$ cat src/tar_header_stream_walker_unit_assert.svh
// assertion macros for the tar header stream walker
`ifndef TAR_HEADER_STREAM_WALKER_UNIT_ASSERT_SVH
`define TAR_HEADER_STREAM_WALKER_UNIT_ASSERT_SVH
`ifndef NO_ASSERTIONS
`define TSW_ASSERT_NOW(lbl, ante, cons) \
  lbl: assert property (@(posedge clk) disable iff (!rst_n) (ante) |-> (cons)) \
    else $error("tsw assertion failed");
`define TSW_ASSERT_NEXT(lbl, ante, cons) \
  lbl: assert property (@(posedge clk) disable iff (!rst_n) (ante) |=> (cons)) \
    else $error("tsw assertion failed");
`else
`define TSW_ASSERT_NOW(lbl, ante, cons)
`define TSW_ASSERT_NEXT(lbl, ante, cons)
`endif
`endif

$ cat src/tsw_pkg.sv
// shared constants and types of the tar header stream walker
`timescale 1ns / 1ps
package tsw_pkg;
  localparam int DEF_PATH_MAX = 64;

  localparam logic [8:0] NAME_END   = 9'd100;
  localparam logic [8:0] SIZE_OFF   = 9'd124;
  localparam logic [8:0] SIZE_END   = 9'd136;
  localparam logic [8:0] TYPE_OFF   = 9'd156;
  localparam logic [8:0] PREFIX_OFF = 9'd345;
  localparam logic [8:0] PREFIX_END = 9'd500;
  localparam logic [8:0] HDR_LAST   = 9'd511;

  localparam logic [7:0] CH_0     = 8'h30;
  localparam logic [7:0] CH_5     = 8'h35;
  localparam logic [7:0] CH_7     = 8'h37;
  localparam logic [7:0] CH_SLASH = 8'h2f;
  localparam logic [7:0] CH_DOT   = 8'h2e;
  localparam logic [7:0] CH_SPACE = 8'h20;

  localparam logic [1:0] KIND_DIR  = 2'd0;
  localparam logic [1:0] KIND_FILE = 2'd1;
  localparam logic [1:0] KIND_DONE = 2'd2;
  localparam logic [1:0] KIND_ERR  = 2'd3;

  localparam logic [1:0] MODE_HDR  = 2'd0;
  localparam logic [1:0] MODE_SKIP = 2'd1;
  localparam logic [1:0] MODE_FIN  = 2'd2;

  localparam logic [1:0] PH_LEAD = 2'd0;
  localparam logic [1:0] PH_DIG  = 2'd1;
  localparam logic [1:0] PH_END  = 2'd2;
  localparam logic [1:0] PH_BAD  = 2'd3;

  localparam logic [3:0] REG_IMAGE_SIZE = 4'h0;

  typedef struct packed {
    logic fetch;
    logic emit;
    logic emit_last;
  } tsw_cmd_t;

  typedef struct packed {
    logic path_go;
    logic hdr_risk;
    logic out_vld;
    logic slot_free;
    logic ch_slash;
    logic ch_dot;
  } tsw_stat_t;
endpackage

$ cat src/tsw_ram.sv
// generic single write port ram with registered read
`timescale 1ns / 1ps
module tsw_ram #(
  parameter int WIDTH = 8,
  parameter int DEPTH = 64
) (
  input  logic                     clk,
  input  logic                     we,
  input  logic [$clog2(DEPTH)-1:0] waddr,
  input  logic [WIDTH-1:0]         wdata,
  input  logic [$clog2(DEPTH)-1:0] raddr,
  output logic [WIDTH-1:0]         rdata
);
  logic [WIDTH-1:0] mem [DEPTH];

  always_ff @(posedge clk) begin
    if (we) begin
      mem[waddr] <= wdata;
    end
    rdata <= mem[raddr];
  end
endmodule

$ cat src/tsw_ctrl.sv
// path emission controller state machine
`timescale 1ns / 1ps
module tsw_ctrl import tsw_pkg::*; #(
  parameter int PATH_MAX = DEF_PATH_MAX
) (
  input  logic                        clk,
  input  logic                        rst_n,
  input  tsw_stat_t                   stat,
  input  logic [$clog2(PATH_MAX)-1:0] raw_len,
  output tsw_cmd_t                    cmd,
  output logic [$clog2(PATH_MAX)-1:0] fetch_idx,
  output logic                        in_tready
);
  localparam int IW = $clog2(PATH_MAX);

  localparam logic [2:0] S_RUN    = 3'd0;
  localparam logic [2:0] S_LEAD_A = 3'd1;
  localparam logic [2:0] S_LEAD_B = 3'd2;
  localparam logic [2:0] S_LEAD_C = 3'd3;
  localparam logic [2:0] S_TRL_A  = 3'd4;
  localparam logic [2:0] S_TRL_B  = 3'd5;
  localparam logic [2:0] S_EMIT_A = 3'd6;
  localparam logic [2:0] S_EMIT_B = 3'd7;

  logic [2:0]    state_r, state_nxt;
  logic [IW-1:0] rd_r, rd_nxt, end_r, end_nxt, j_r, j_nxt;

  always_ff @(posedge clk) begin
    if (!rst_n) begin
      state_r <= S_RUN;
      rd_r    <= '0;
      end_r   <= '0;
      j_r     <= '0;
    end else begin
      state_r <= state_nxt;
      rd_r    <= rd_nxt;
      end_r   <= end_nxt;
      j_r     <= j_nxt;
    end
  end

  always_comb begin
    state_nxt = state_r;
    rd_nxt    = rd_r;
    end_nxt   = end_r;
    j_nxt     = j_r;
    cmd       = '0;
    fetch_idx = rd_r;
    in_tready = 1'b0;
    case (state_r)
      S_RUN: begin
        in_tready = !(stat.hdr_risk && stat.out_vld);
        if (stat.path_go) begin
          rd_nxt    = '0;
          state_nxt = S_LEAD_A;
        end
      end
      S_LEAD_A: begin
        if (rd_r >= raw_len) begin
          state_nxt = S_RUN;
        end else begin
          cmd.fetch = 1'b1;
          state_nxt = S_LEAD_B;
        end
      end
      S_LEAD_B: begin
        if (stat.ch_slash) begin
          rd_nxt    = rd_r + 1'b1;
          state_nxt = S_LEAD_A;
        end else if (stat.ch_dot) begin
          cmd.fetch = 1'b1;
          fetch_idx = rd_r + 1'b1;
          state_nxt = S_LEAD_C;
        end else begin
          end_nxt   = raw_len;
          state_nxt = S_TRL_A;
        end
      end
      S_LEAD_C: begin
        if (stat.ch_slash) begin
          rd_nxt    = rd_r + IW'(2);
          state_nxt = S_LEAD_A;
        end else begin
          end_nxt   = raw_len;
          state_nxt = S_TRL_A;
        end
      end
      S_TRL_A: begin
        if (end_r == rd_r) begin
          state_nxt = S_RUN;
        end else begin
          cmd.fetch = 1'b1;
          fetch_idx = end_r - 1'b1;
          state_nxt = S_TRL_B;
        end
      end
      S_TRL_B: begin
        if (stat.ch_slash) begin
          end_nxt   = end_r - 1'b1;
          state_nxt = S_TRL_A;
        end else begin
          j_nxt     = rd_r;
          state_nxt = S_EMIT_A;
        end
      end
      S_EMIT_A: begin
        cmd.fetch = 1'b1;
        fetch_idx = j_r;
        state_nxt = S_EMIT_B;
      end
      S_EMIT_B: begin
        fetch_idx = j_r;
        if (stat.slot_free) begin
          cmd.emit      = 1'b1;
          cmd.emit_last = (j_r + 1'b1) == end_r;
          j_nxt         = j_r + 1'b1;
          state_nxt     = cmd.emit_last ? S_RUN : S_EMIT_A;
        end
      end
      default: state_nxt = S_RUN;
    endcase
  end
endmodule

$ cat src/tsw_dp.sv
// header parsing datapath, name stores and result register
`timescale 1ns / 1ps
module tsw_dp import tsw_pkg::*; #(
  parameter int PATH_MAX = DEF_PATH_MAX
) (
  input  logic                        clk,
  input  logic                        rst_n,
  input  logic                        in_accept,
  input  logic [7:0]                  in_byte,
  input  logic [39:0]                 img_bytes,
  input  tsw_cmd_t                    cmd,
  input  logic [$clog2(PATH_MAX)-1:0] fetch_idx,
  output tsw_stat_t                   stat,
  output logic [$clog2(PATH_MAX)-1:0] raw_len,
  output logic                        out_vld,
  input  logic                        out_rdy,
  output logic [1:0]                  out_kind,
  output logic [7:0]                  out_char,
  output logic [35:0]                 out_size,
  output logic [39:0]                 out_off,
  output logic                        out_last
);
  localparam int IW = $clog2(PATH_MAX);

  logic [39:0] pos_r, pos_nxt;
  logic [1:0]  mode_r, mode_nxt;
  logic [8:0]  hcnt_r, hcnt_nxt;
  logic [36:0] skip_r, skip_nxt;
  logic        nz_r, nz_nxt;
  logic [35:0] acc_r, acc_nxt;
  logic [1:0]  ph_r, ph_nxt;
  logic [7:0]  typ_r, typ_nxt;
  logic [6:0]  nl_r, nl_nxt;
  logic [7:0]  pl_r, pl_nxt;

  logic        ov_r, ov_nxt, ol_r, ol_nxt;
  logic [1:0]  ok_r, ok_nxt;
  logic [7:0]  oc_r, oc_nxt;
  logic [35:0] os_r, os_nxt;
  logic [39:0] oo_r, oo_nxt;

  logic        beyond_r, slash_r, pre_r;
  logic [7:0]  nram_q, pram_q, ch;

  logic        hdr0, room_fail, digit, blank, nz_b, type_ok, len_ok, err, go;
  logic [35:0] acc_b;
  logic [1:0]  ph_b;
  logic [6:0]  nl_b;
  logic [7:0]  pl_b;
  logic [39:0] posn;
  logic [8:0]  joined;
  logic [36:0] aligned;
  logic        n_we, p_we;
  logic [IW-1:0] n_raddr;

  assign hdr0      = hcnt_r == 9'd0;
  assign room_fail = hdr0 && (({1'b0, pos_r} + 41'd512) > {1'b0, img_bytes});
  assign digit     = in_byte >= CH_0 && in_byte <= CH_7;
  assign blank     = in_byte == CH_SPACE || in_byte == 8'd0;
  assign nz_b      = hdr0 ? 1'b0 : nz_r;
  assign acc_b     = hdr0 ? '0 : acc_r;
  assign ph_b      = hdr0 ? PH_LEAD : ph_r;
  assign nl_b      = hdr0 ? '0 : nl_r;
  assign pl_b      = hdr0 ? '0 : pl_r;
  assign posn      = pos_r + 40'd1;
  assign joined    = {1'b0, pl_r} + 9'd1 + {2'b0, nl_r};
  assign aligned   = ({1'b0, acc_r} + 37'd511) & ~37'd511;
  assign type_ok   = typ_r == CH_5 || typ_r == CH_0 || typ_r == 8'd0;
  assign len_ok    = nl_r != 7'd0 &&
                     ((pl_r == 8'd0) ? ({2'b0, nl_r} < 9'(PATH_MAX)) :
                      (({1'b0, pl_r} + 9'd1) < 9'(PATH_MAX) && joined < 9'(PATH_MAX)));
  assign raw_len   = (pl_r == 8'd0) ? IW'(nl_r) : IW'(joined);
  assign err       = ph_r == PH_BAD || posn > img_bytes ||
                     {4'b0, acc_r} > (img_bytes - posn);
  assign go        = in_accept && mode_r == MODE_HDR && !hdr0 && hcnt_r == HDR_LAST &&
                     (nz_r || in_byte != 8'd0) && !err && type_ok && len_ok;

  assign n_we = in_accept && mode_r == MODE_HDR && !room_fail && hcnt_r < NAME_END &&
                in_byte != 8'd0 && {2'b0, nl_b} == hcnt_r && nl_b < 7'(PATH_MAX);
  assign p_we = in_accept && mode_r == MODE_HDR && !room_fail && hcnt_r >= PREFIX_OFF &&
                hcnt_r < PREFIX_END && in_byte != 8'd0 &&
                {1'b0, pl_b} == (hcnt_r - PREFIX_OFF) && pl_b < 8'(PATH_MAX);
  assign n_raddr = (pl_r == 8'd0) ? fetch_idx : fetch_idx - IW'(pl_r) - 1'b1;

  tsw_ram #(.WIDTH(8), .DEPTH(PATH_MAX)) u_name (
    .clk(clk), .we(n_we), .waddr(nl_b[IW-1:0]), .wdata(in_byte),
    .raddr(n_raddr), .rdata(nram_q)
  );
  tsw_ram #(.WIDTH(8), .DEPTH(PATH_MAX)) u_prefix (
    .clk(clk), .we(p_we), .waddr(pl_b[IW-1:0]), .wdata(in_byte),
    .raddr(fetch_idx), .rdata(pram_q)
  );

  always_ff @(posedge clk) begin
    if (cmd.fetch) begin
      beyond_r <= fetch_idx >= raw_len;
      slash_r  <= pl_r != 8'd0 && {{(8 - IW){1'b0}}, fetch_idx} == pl_r;
      pre_r    <= pl_r != 8'd0 && {{(8 - IW){1'b0}}, fetch_idx} < pl_r;
    end
  end

  assign ch = beyond_r ? 8'd0 : slash_r ? CH_SLASH : pre_r ? pram_q : nram_q;

  assign stat.path_go   = go;
  assign stat.hdr_risk  = mode_r == MODE_HDR && (hdr0 || hcnt_r == HDR_LAST);
  assign stat.out_vld   = ov_r;
  assign stat.slot_free = !ov_r || out_rdy;
  assign stat.ch_slash  = ch == CH_SLASH;
  assign stat.ch_dot    = ch == CH_DOT;

  always_comb begin
    pos_nxt  = pos_r;
    mode_nxt = mode_r;
    hcnt_nxt = hcnt_r;
    skip_nxt = skip_r;
    nz_nxt   = nz_r;
    acc_nxt  = acc_r;
    ph_nxt   = ph_r;
    typ_nxt  = typ_r;
    nl_nxt   = nl_r;
    pl_nxt   = pl_r;
    ov_nxt   = ov_r && !out_rdy;
    ok_nxt   = ok_r;
    oc_nxt   = oc_r;
    os_nxt   = os_r;
    oo_nxt   = oo_r;
    ol_nxt   = ol_r;
    if (cmd.emit) begin
      ov_nxt = 1'b1;
      ok_nxt = (typ_r == CH_5) ? KIND_DIR : KIND_FILE;
      oc_nxt = ch;
      os_nxt = (typ_r == CH_5) ? '0 : acc_r;
      oo_nxt = (typ_r == CH_5) ? '0 : pos_r;
      ol_nxt = cmd.emit_last;
    end
    if (in_accept && (mode_r == MODE_HDR || mode_r == MODE_SKIP)) begin
      pos_nxt = posn;
      if (mode_r == MODE_SKIP) begin
        skip_nxt = (skip_r != '0) ? skip_r - 1'b1 : skip_r;
        if (skip_nxt == '0) begin
          mode_nxt = MODE_HDR;
        end
      end else if (room_fail) begin
        mode_nxt = MODE_FIN;
        ov_nxt   = 1'b1;
        ok_nxt   = KIND_DONE;
        oc_nxt   = '0;
        os_nxt   = '0;
        oo_nxt   = '0;
        ol_nxt   = 1'b1;
      end else begin
        nz_nxt  = nz_b || in_byte != 8'd0;
        acc_nxt = acc_b;
        ph_nxt  = ph_b;
        typ_nxt = hdr0 ? 8'd0 : typ_r;
        nl_nxt  = nl_b;
        pl_nxt  = pl_b;
        if (hcnt_r < NAME_END && in_byte != 8'd0 && {2'b0, nl_b} == hcnt_r) begin
          nl_nxt = nl_b + 1'b1;
        end
        if (hcnt_r >= SIZE_OFF && hcnt_r < SIZE_END) begin
          if (ph_b == PH_LEAD) begin
            if (digit) begin
              acc_nxt = {33'b0, in_byte[2:0]};
              ph_nxt  = PH_DIG;
            end else if (!blank) begin
              ph_nxt = PH_BAD;
            end
          end else if (ph_b == PH_DIG) begin
            if (digit) begin
              acc_nxt = {acc_b[32:0], in_byte[2:0]};
            end else begin
              ph_nxt = blank ? PH_END : PH_BAD;
            end
          end
        end
        if (hcnt_r == TYPE_OFF) begin
          typ_nxt = in_byte;
        end
        if (hcnt_r >= PREFIX_OFF && hcnt_r < PREFIX_END && in_byte != 8'd0 &&
            {1'b0, pl_b} == (hcnt_r - PREFIX_OFF)) begin
          pl_nxt = pl_b + 1'b1;
        end
        hcnt_nxt = hcnt_r + 1'b1;
        if (hcnt_r == HDR_LAST) begin
          if (!nz_nxt || err) begin
            mode_nxt = MODE_FIN;
            ov_nxt   = 1'b1;
            ok_nxt   = nz_nxt ? KIND_ERR : KIND_DONE;
            oc_nxt   = '0;
            os_nxt   = '0;
            oo_nxt   = '0;
            ol_nxt   = 1'b1;
          end else if (aligned != '0) begin
            skip_nxt = aligned;
            mode_nxt = MODE_SKIP;
          end
        end
      end
    end
  end

  always_ff @(posedge clk) begin
    if (!rst_n) begin
      pos_r  <= '0;
      mode_r <= MODE_HDR;
      hcnt_r <= '0;
      skip_r <= '0;
      nz_r   <= 1'b0;
      acc_r  <= '0;
      ph_r   <= PH_LEAD;
      typ_r  <= '0;
      nl_r   <= '0;
      pl_r   <= '0;
      ov_r   <= 1'b0;
    end else begin
      pos_r  <= pos_nxt;
      mode_r <= mode_nxt;
      hcnt_r <= hcnt_nxt;
      skip_r <= skip_nxt;
      nz_r   <= nz_nxt;
      acc_r  <= acc_nxt;
      ph_r   <= ph_nxt;
      typ_r  <= typ_nxt;
      nl_r   <= nl_nxt;
      pl_r   <= pl_nxt;
      ov_r   <= ov_nxt;
    end
  end

  always_ff @(posedge clk) begin
    ok_r <= ok_nxt;
    oc_r <= oc_nxt;
    os_r <= os_nxt;
    oo_r <= oo_nxt;
    ol_r <= ol_nxt;
  end

  assign out_vld  = ov_r;
  assign out_kind = ok_r;
  assign out_char = oc_r;
  assign out_size = os_r;
  assign out_off  = oo_r;
  assign out_last = ol_r;
endmodule

$ cat src/tar_header_stream_walker_unit.sv
// tar header stream walker top level
// a done or error result appears in the cycle after the byte that causes it
// throughput: one archive byte per cycle, stalled by path output or unread result
// path output: follows a header's last byte, with input held meanwhile
// the path scan reads the name and prefix stores, each with one registered read port
// reset: synchronous active-low, clears walk state, image size and result valid
`timescale 1ns / 1ps
`include "tar_header_stream_walker_unit_assert.svh"
module tar_header_stream_walker_unit import tsw_pkg::*; #(
  parameter int PATH_MAX = DEF_PATH_MAX
) (
  input  logic        clk,
  input  logic        rst_n,
  input  logic        in_tvalid,
  output logic        in_tready,
  input  logic [7:0]  in_tdata,    // archive_byte
  output logic        out_tvalid,
  input  logic        out_tready,
  output logic [87:0] out_tdata,   // path_char, entry_size, data_offset, zero pad
  output logic [1:0]  out_tuser,   // entry_kind
  output logic        out_tlast,   // last_char
  input  logic        cfg_psel,
  input  logic        cfg_penable,
  input  logic        cfg_pwrite,
  input  logic [3:0]  cfg_paddr,
  input  logic [63:0] cfg_pwdata,
  output logic [63:0] cfg_prdata,
  output logic        cfg_pready
);
  localparam int IW = $clog2(PATH_MAX);

  logic [39:0]   img_r;
  tsw_cmd_t      cmd;
  tsw_stat_t     stat;
  logic [IW-1:0] fetch_idx, raw_len;
  logic [7:0]    o_char;
  logic [35:0]   o_size;
  logic [39:0]   o_off;

  assign cfg_pready = 1'b1;
  assign cfg_prdata = (cfg_paddr == REG_IMAGE_SIZE) ? {24'b0, img_r} : '0;

  always_ff @(posedge clk) begin
    if (!rst_n) begin
      img_r <= '0;
    end else if (cfg_psel && cfg_penable && cfg_pwrite && cfg_pready &&
                 cfg_paddr == REG_IMAGE_SIZE) begin
      img_r <= cfg_pwdata[39:0];
    end
  end

  tsw_ctrl #(.PATH_MAX(PATH_MAX)) u_ctrl (
    .clk(clk), .rst_n(rst_n), .stat(stat), .raw_len(raw_len),
    .cmd(cmd), .fetch_idx(fetch_idx), .in_tready(in_tready)
  );

  tsw_dp #(.PATH_MAX(PATH_MAX)) u_dp (
    .clk(clk), .rst_n(rst_n), .in_accept(in_tvalid && in_tready), .in_byte(in_tdata),
    .img_bytes(img_r), .cmd(cmd), .fetch_idx(fetch_idx), .stat(stat),
    .raw_len(raw_len), .out_vld(out_tvalid), .out_rdy(out_tready),
    .out_kind(out_tuser), .out_char(o_char), .out_size(o_size), .out_off(o_off),
    .out_last(out_tlast)
  );

  assign out_tdata = {4'b0, o_off, o_size, o_char};

  `TSW_ASSERT_NOW(a_end_is_last, out_tvalid && out_tuser[1], out_tlast)
  `TSW_ASSERT_NOW(a_end_is_blank, out_tvalid && out_tuser[1], out_tdata == '0)
  `TSW_ASSERT_NOW(a_dir_no_size, out_tvalid && out_tuser == KIND_DIR, out_tdata[87:8] == '0)
  `TSW_ASSERT_NEXT(a_hold_during_path, cmd.fetch, !in_tready)
endmodule
$ cat config.mk
export PLATFORM = sky130hd
export DESIGN_NAME = tar_header_stream_walker_unit
export DESIGN_NICKNAME = d
export VERILOG_FILES = /design/src/tsw_pkg.sv /design/src/tsw_ram.sv /design/src/tsw_ctrl.sv /design/src/tsw_dp.sv /design/src/tar_header_stream_walker_unit.sv
export VERILOG_INCLUDE_DIRS = /design/src /design/src/src
export SDC_FILE = /design/constraint.sdc
export NUM_CORES = 2
export LEC_CHECK = 0
export BUFFER_PORTS_ARGS = -buffer_cell sky130_fd_sc_hd__buf_2
export CORE_UTILIZATION = 35
export DETAILED_ROUTE_END_ITERATION = 12
export PLACE_DENSITY = 0.55
export SLEW_MARGIN = 15
export SYNTH_ARGS = -nofsm -noshare
export SYNTH_HDL_FRONTEND = slang
export SYNTH_SLANG_ARGS = --single-unit
$ cat constraint.sdc
create_clock -name clk -period 8.3 [get_ports clk]
set_input_delay 0.415 -clock clk [delete_from_list [all_inputs] [get_ports clk]]
set_output_delay 0.415 -clock clk [all_outputs]
set_load 0.03 [all_outputs]
* Yosys cells after proc, flatten, opt, wreduce, memory -nomap -nowiden
Memory sizes are Yosys's and may differ from the RTL's. A register that Yosys moved wholly into a read port is not among the register bits.
Cells that the tools add are included.
W data, S select, Z words.
** Cells by class
- Muxes and demuxes :: 118
- Bitwise gates (word level) :: 2
- Equality and inequality tests :: 34
- Magnitude comparators :: 18
- Reductions and logical operators :: 86
- Add/subtract/negate cells :: 17
** Operator list (count)
- $mux W36 :: 13
- $mux W40 :: 8
- $mux W37 :: 6
- $mux W8 :: 13
- $mux W6 :: 14
- $reduce_bool A37 Y1 :: 2
- $pmux W6 S3 :: 3
- $mux W2 :: 23
- $add A40 B10 Y41 const B :: 1
- $gt A41 B40 Y1 :: 1
- $add A40 B1 Y40 const B :: 1
- $eq A8 B6 Y1 const B :: 5
- $gt A36 B40 Y1 :: 1
- $gt A40 B40 Y1 :: 1
- $sub A40 B40 Y40 :: 1
- $add A36 B9 Y37 const B :: 1
- $logic_and A1 B1 Y1 :: 37
- $logic_not A37 Y1 :: 1
- $sub A37 B1 Y37 const B :: 1
- $lt A9 B7 Y1 const B :: 3
- $mux W1 :: 26
- $logic_not A8 Y1 :: 3
- $pmux W3 S8 :: 1
- $mux W3 :: 7
- 53 further kinds :: 102
** Word-level totals
- Input port bits :: 83
- Memories kept :: 2
- Word-level logic and storage cells :: 301
- Memory bits (writable) :: 1024
- Output and inout bits :: 158
- Bits in registers :: 302
** Memories
- u_dp.u_name.mem :: depth 64, width 8, rd ports 1, clocked after memory_dff 1, write ports 1, RTL line tsw_ram.sv:14 : logic [WIDTH-1:0] mem [DEPTH];
- u_dp.u_prefix.mem :: depth 64, width 8, rd ports 1, clocked after memory_dff 1, write ports 1, RTL line tsw_ram.sv:14

* Depth between registers and ports, before layout
- Word-level depth :: 16
- Gate-level depth with buffers :: 32
- Mapped depth without buffers :: 29

* Hierarchy
From an unflattened synthesis, not the netlist that was laid out.
** Second synthesis, totals
- Cell total of the unflattened synthesis :: 4996
- Area total of the unflattened synthesis :: 63343.3 µm²
** Modules (own cells, without submodules)
- tsw_ram (u_dp.u_name) :: cells each 972, seq. area each 15534.9 µm², area an instance 20190.6 µm², times used 1
- tsw_ram (u_dp.u_prefix) :: cells each 940, seq. area each 15534.9 µm², area an instance 20166.8 µm², times used 1
- tsw_dp :: cells each 2550, seq. area each 4854.7 µm², area an instance 18768.0 µm², times used 1
- tar_header_stream_walker_unit :: cells each 252, seq. area each 800.8 µm², area an instance 2164.6 µm², times used 1
- tsw_ctrl :: cells each 282, seq. area each 420.4 µm², area an instance 2053.2 µm², times used 1

* Least setup slack after synthesis
Ideal clock, no wire load.
- Path kind :: reg2reg
- Start point :: register u_dp.pos_r[0]
- End point :: register u_dp.oo_r[10], in the netlist u_dp.out_off[10]
- Library setup time :: 0.117 ns
- Stages on the path, launching flop included :: 33
- Period minus slack after synthesis :: 6.435 ns
- Data arrival time :: 6.318 ns
- Data required time :: 8.183 ns
- Buffers on the path :: 3
- Setup slack :: 1.865 ns
- Path through :: dfxtp_1 ha_1 nand4_1 nor2_1 nand2_1 nor2_1 xnor2_1 ha_1 and3_1 nand3b_1 mux2i_1 nor2_1 o41ai_1 o21ai_0 a2111o_1 nand3_1 a21oi_1 o21ba_2 xnor2_1 ha_1 nand2_1 nor3_1 nand2_1 nor4_1 a21boi_0 o311a_1 o211ai_1 o21ai_1 o21a_1 buf_2 buf_4 buf_2 nor2_1
** On the way
- Word-level cells in the longest chain between the ends :: 10
- Elaborated cells on any way between the ends :: 15
- Those cells by class :: add/sub (3); order compare (3); mux (5); reduce/logical (4)
** RTL lines
- start, declared :: RTL line tsw_dp.sv:25 : logic [39:0] pos_r, pos_nxt;
- start signal, assigned :: RTL line tsw_dp.sv:217 : pos_r <= pos_nxt;
- $add A40 B1 Y40 :: RTL line tsw_dp.sv:65 : assign posn = pos_r + 40'd1;
- $sub A40 B40 Y40 / $gt A40 B40 Y1 (equally long branches) :: RTL line tsw_dp.sv:74, tsw_dp.sv:73
- $gt A36 B40 Y1 / $logic_or A1 B1 Y1 (equally long branches) :: RTL line tsw_dp.sv:74, tsw_dp.sv:73
- $logic_or A1 B1 Y1 :: RTL line tsw_dp.sv:73 : assign err = ph_r == PH_BAD || posn > img_bytes ||
- $logic_or A1 B1 Y1 :: RTL line tsw_dp.sv:186 : if (!nz_nxt || err) begin
- $mux W40 :: RTL line tsw_dp.sv:186
- $mux W40 :: RTL line tsw_dp.sv:185 : if (hcnt_r == HDR_LAST) begin
- $mux W40 * :: RTL line tsw_dp.sv:143 : end else if (room_fail) begin
- $mux W40 * :: RTL line tsw_dp.sv:138 : if (mode_r == MODE_SKIP) begin
- $mux W40 * :: RTL line tsw_dp.sv:136 : if (in_accept && (mode_r == MODE_HDR || mode_r == MODE_SKIP)) begin
- via u_dp.oo_nxt[10] :: RTL line tsw_dp.sv:40 : logic [39:0] oo_r, oo_nxt;
- end signal, assigned :: RTL line tsw_dp.sv:235 : oo_r <= oo_nxt;
- end, declared :: RTL line tsw_dp.sv:40
Mark *: on every way through the listed nets, which the timed path passes. The rest lies on a longest branch.
A chain may end at the register's enable or synchronous reset.

* Worst setup path in the final report
- Start point :: register u_dp.pos_r[0]
- End point :: register u_dp.oo_r[24], in the netlist u_dp.out_off[24]
The elaborated chain is that of the path after synthesis.

==> run_summary.xml <==
<?xml version="1.0" encoding="UTF-8"?>
<metrics>
  <group name="run_status">
    <metric name="outcome" unit="">finished clean</metric>
  </group>
  <group name="synth">
    <metric name="synth_most_common_cell" unit="">sky130_fd_sc_hd__edfxtp_1</metric>
    <metric name="postSynthAreaPerCell" unit="µm²">11.3</metric>
    <metric name="synth_enable_flop_cells" unit="">1027</metric>
    <metric name="yosysWarnings" unit="">0</metric>
    <metric name="synth_top_area_share" unit="">0.494</metric>
    <metric name="netlist_top_cells_count" unit="">sky130_fd_sc_hd__edfxtp_1 (1027), sky130_fd_sc_hd__nand2_1 (933), sky130_fd_sc_hd__nor2_1 (467)</metric>
    <metric name="yosysUniqueCellTypes" unit="">97</metric>
    <metric name="post_synth_inst_count" unit="">5543</metric>
    <metric name="ys_seq_area_frac" unit="">0.595</metric>
    <metric name="ys_async_sr_fraction" unit="">0</metric>
    <metric name="synthTopCellsByArea" unit="">sky130_fd_sc_hd__edfxtp_1 (49%), sky130_fd_sc_hd__dfxtp_1 (10%), sky130_fd_sc_hd__nand2_1 (5.6%)</metric>
    <metric name="synth.cell_area" unit="µm²">62500</metric>
    <metric name="yosysTopAreaCell" unit="">sky130_fd_sc_hd__edfxtp_1</metric>
    <metric name="postSynth.topFlopCell" unit="">sky130_fd_sc_hd__edfxtp_1</metric>
    <metric name="synth_seq_cells" unit="">1342</metric>
  </group>
  <group name="drt">
    <metric name="routedWlPerCell" unit="µm">22.2</metric>
    <metric name="route.vias.total" unit="">44000</metric>
    <metric name="drcViolationCount" unit="">0</metric>
    <metric name="initialDrtViolationCount" unit="">3902</metric>
    <metric name="first_pass_iters" unit="">7</metric>
    <metric name="routed_wl" unit="mm">179</metric>
    <metric name="avgViaCountPerCell" unit="">5.46</metric>
    <metric name="drt.antenna.violating_nets" unit="">0</metric>
  </group>
  <group name="floorplanning">
    <metric name="core_region_area" unit="µm²">177000</metric>
    <metric name="fp.dieW" unit="µm">424</metric>
    <metric name="die_area" unit="µm²">180000</metric>
    <metric name="rows" unit="">154</metric>
    <metric name="initial_utilization" unit="">0.353</metric>
    <metric name="fp.dieH" unit="µm">424</metric>
    <metric name="design.portCount" unit="">241</metric>
  </group>
  <group name="finish">
    <metric name="final_nets" unit="">5846</metric>
    <metric name="multi_input_comb_area" unit="µm²">23500</metric>
    <metric name="layout-area-overhead-vs-synth" unit="%">13.4</metric>
    <metric name="final_cells" unit="">8072</metric>
    <metric name="drive_gt1_frac" unit="">0.113</metric>
    <metric name="seq_area" unit="µm²">37100</metric>
    <metric name="fillCellCount" unit="">16800</metric>
  </group>
  <group name="job">
    <metric name="max_cap_violations" unit="">0</metric>
  </group>
  <group name="worst_setup_path">
    <metric name="crit_path_max_incr_delay" unit="ns">0.45</metric>
    <metric name="reg2regPathDepth" unit="">29</metric>
    <metric name="setup.worst_path.end_class" unit="">flip-flop</metric>
    <metric name="max_stage_delay_cell_worst_path" unit="">sky130_fd_sc_hd__dfxtp_1</metric>
    <metric name="cp_max_fo" unit="">32</metric>
    <metric name="timing.reg2reg.setup_slack" unit="ns">0.62</metric>
    <metric name="timing.critical_path.from_type" unit="">flip-flop</metric>
    <metric name="timing.critical_path.arrival" unit="ns">8.32</metric>
    <metric name="critical_path.reg2reg.endpoint" unit="">u_dp.out_off[24]$_DFF_P_</metric>
    <metric name="cp.required" unit="ns">8.93</metric>
    <metric name="rr_startpoint" unit="">u_dp.pos_r[0]$_SDFFE_PN0P_</metric>
    <metric name="crit_type" unit="">flip-flop to flip-flop</metric>
  </group>
  <group name="clock_tree">
    <metric name="cts-root-to-sink-buffers" unit="">3</metric>
    <metric name="clkSlewWorstSetupHoldPaths" unit="ns">0.06</metric>
    <metric name="tritoncts.num_buffers" unit="">147</metric>
    <metric name="cts-root-buf" unit="">sky130_fd_sc_hd__clkbuf_16</metric>
    <metric name="clock_sinks" unit="">1342</metric>
    <metric name="clkLatencyLatePin" unit="ns">0.81</metric>
    <metric name="cts_tree" unit="">yes</metric>
    <metric name="htreeDepth" unit="">4</metric>
  </group>
  <group name="timing">
    <metric name="max-slew-margin-rel" unit="">0.202</metric>
    <metric name="totalNegativeSetupSlack" unit="ns">0</metric>
    <metric name="fin_worst_skew" unit="ns">0.0683</metric>
    <metric name="min_period_over_period" unit="">0.926</metric>
    <metric name="min_period" unit="ns">7.68</metric>
    <metric name="setup_repair_after_global_routing_missed_its_margin" unit="">no</metric>
    <metric name="finalSetupViolations" unit="">0</metric>
    <metric name="worstMarginPinSlew" unit="ns">1.19</metric>
    <metric name="post-route-worst-setup-slack" unit="ns">0.617</metric>
    <metric name="max_freq" unit="MHz">130</metric>
    <metric name="finalHoldViolCount" unit="">0</metric>
    <metric name="timing_max_transition_violations_final" unit="">0</metric>
  </group>
  <group name="placed_design">
    <metric name="numPortBuffers" unit="">187</metric>
    <metric name="gp_congestion" unit="">0.901</metric>
    <metric name="place_ws" unit="ns">0.561</metric>
    <metric name="place.detailed.instances" unit="">7762</metric>
    <metric name="hpwl" unit="mm">116</metric>
  </group>
  <group name="global_route">
    <metric name="grt_pass1_wl" unit="mm">269</metric>
    <metric name="grt_max_degree" unit="">172</metric>
    <metric name="overflow" unit="">0</metric>
    <metric name="grt_antenna_before_repair" unit="">5</metric>
    <metric name="number_of_global_route_vias_before_repair" unit="">42300</metric>
    <metric name="grtUsageTotal" unit="">0.194</metric>
  </group>
  <group name="power_and_ir_drop">
    <metric name="pwr_density_cell" unit="nW/µm²">203</metric>
    <metric name="static-leakage-power" unit="nW">25.2</metric>
    <metric name="max_rail_drop_vdd" unit="mV">0.138</metric>
  </group>
  <group name="min_path">
    <metric name="min-delay-path-class" unit="">input pin to flip-flop</metric>
    <metric name="worstHoldPathCells" unit="">1</metric>
    <metric name="hold_end" unit="">u_dp.u_prefix.mem[51][6]$_DFFE_PP_</metric>
    <metric name="min-delay-start" unit="">in_tdata[6]</metric>
  </group>
</metrics>
how the worst max path moves through the flow:
stage,slack [ns],from,depth (start not counted),endpoint
2_1_floorplan,1.86,u_dp.pos_r[0]$_SDFFE_PN0P_,32,u_dp.out_off[10]$_DFF_P_
3_3_place_gp,0.65,u_dp.pos_r[0]$_SDFFE_PN0P_,31,u_dp.out_vld$_SDFF_PN0_
3_5_place_dp,0.56,u_dp.pos_r[0]$_SDFFE_PN0P_,31,u_dp.out_char[2]$_DFF_P_
4_1_cts,0.52,u_dp.pos_r[0]$_SDFFE_PN0P_,31,u_dp.out_off[22]$_DFF_P_
5_1_grt,0.02,u_dp.pos_r[3]$_SDFFE_PN0P_,29,u_dp.out_off[24]$_DFF_P_
6_report,0.62,u_dp.pos_r[0]$_SDFFE_PN0P_,29,u_dp.out_off[24]$_DFF_P_
flip-flops by register name, indices dropped and copies added, names as in the netlist, 7 cells and up:
signal               count
u_dp.acc_r              36
img_r                   40
u_dp.typ_r               8
u_dp.skip_r             37
u_dp.u_name.mem        512
u_dp.out_off            40
u_dp.pl_r                8
u_dp.u_prefix.rdata      8
u_dp.pos_r              40
u_dp.nl_r                7
u_dp.u_prefix.mem      512
u_dp.out_size           36
u_dp.u_name.rdata        8
u_dp.hcnt_r              9
u_dp.out_char            8
through the flow:
stage | util | area (µm²) | total power [mW] | hold WS (ns)
floorplan | - | 62600 | 7.73 | 0.453
CTS | 0.401 | 70800 | 14.5 | 0.0107
global placement | 0.371 | 65500 | 7.97 | 0.433
finish | 0.401 | 70800 | 14.3 | 0.0495
detailed placement | 0.371 | 65500 | 7.98 | 0.449
global route | 0.401 | 70800 | 14.8 | 0.0327
layout make-up:
class                           count  share of cell area
Antenna cell                        1           0.0000353
Clock buffer                      197              0.0564
Clock inverter                     71              0.0119
Inverter                          104             0.00572
Multi-Input combinational cell   3709               0.331
Sequential cell                  1342               0.525
Tap cell                         2340              0.0413
Timing Repair Buffer              308              0.0287
metal layers:
metal / global-route usage / part of all wire
met5: 0 / 0.00013
met4: 0.0633 / 0.028
met3: 0.0276 / 0.053
met2: 0.326 / 0.49
met1: 0.258 / 0.43
where the power goes:
| part | internal [mW] | total, mW | switching, mW |
|---|---|---|---|
| Sequential | 7.23 | 7.25 | 0.0207 |
| Combinational | 0.184 | 0.594 | 0.410 |
| Clock | 3.69 | 6.50 | 2.82 |
cells by family after synthesis:
| group | after synthesis | synth area share |
|---|---|---|
| buf+inv | 519 | 0.0341 |
| fa+ha+maj | 157 | 0.0316 |
| flops | 1342 | 0.595 |
| simple gates | 2148 | 0.156 |
| other cells | 2 | 0.000120 |
| compound gates | 1013 | 0.109 |
| xor+xnor | 226 | 0.0329 |
| mux | 136 | 0.0412 |
layout by cell type (no fill, tap or decap), drive strengths merged, types with 12 or more instances in the layout:
cell type,n
mux4,96
ha,148
nand2,933
o211ai,14
edfxtp,1027
and4,12
and3,165
o22ai,23
nand4,75
clkinv,57
nor3,114
nand3,149
nor2b,19
clkbuf,197
conb,29
xnor2,112
a22oi,132
and2,65
a221oi,17
a311oi,74
inv,105
xor2,109
or3,36
nand2b,18
dfxtp,315
a21oi,239
mux2i,32
o21ai,132
or2,18
nor2,467
a21o,55
o21a,17
a31oi,97
a211oi,85
nor4,45
dlygate4sd3,41
buf,267
worst max-delay path: cells and delay by family (launching register included):
family                   cells  cell delay (ns)
flip-flops                   1             0.45
adder cells (fa/ha/maj)      4             1.25
AND/OR/NAND/NOR             10             1.89
buffers and inverters        1             0.25
XOR/XNOR                     2             0.29
AO/OA/AOI/OAI               12             3.38
timing repair:
| action | 4_1_cts | 5_1_grt |
|---|---|---|
| endpoints found under the setup margin | 0 | 74 |
| gates resized for setup | 0 | 3 |
| setup buffers | 0 | 0 |
| endpoints found under the hold margin | 49 | 0 |
| hold buffers | 41 | 0 |
Note: power is estimated with default switching activity, not from simulation.
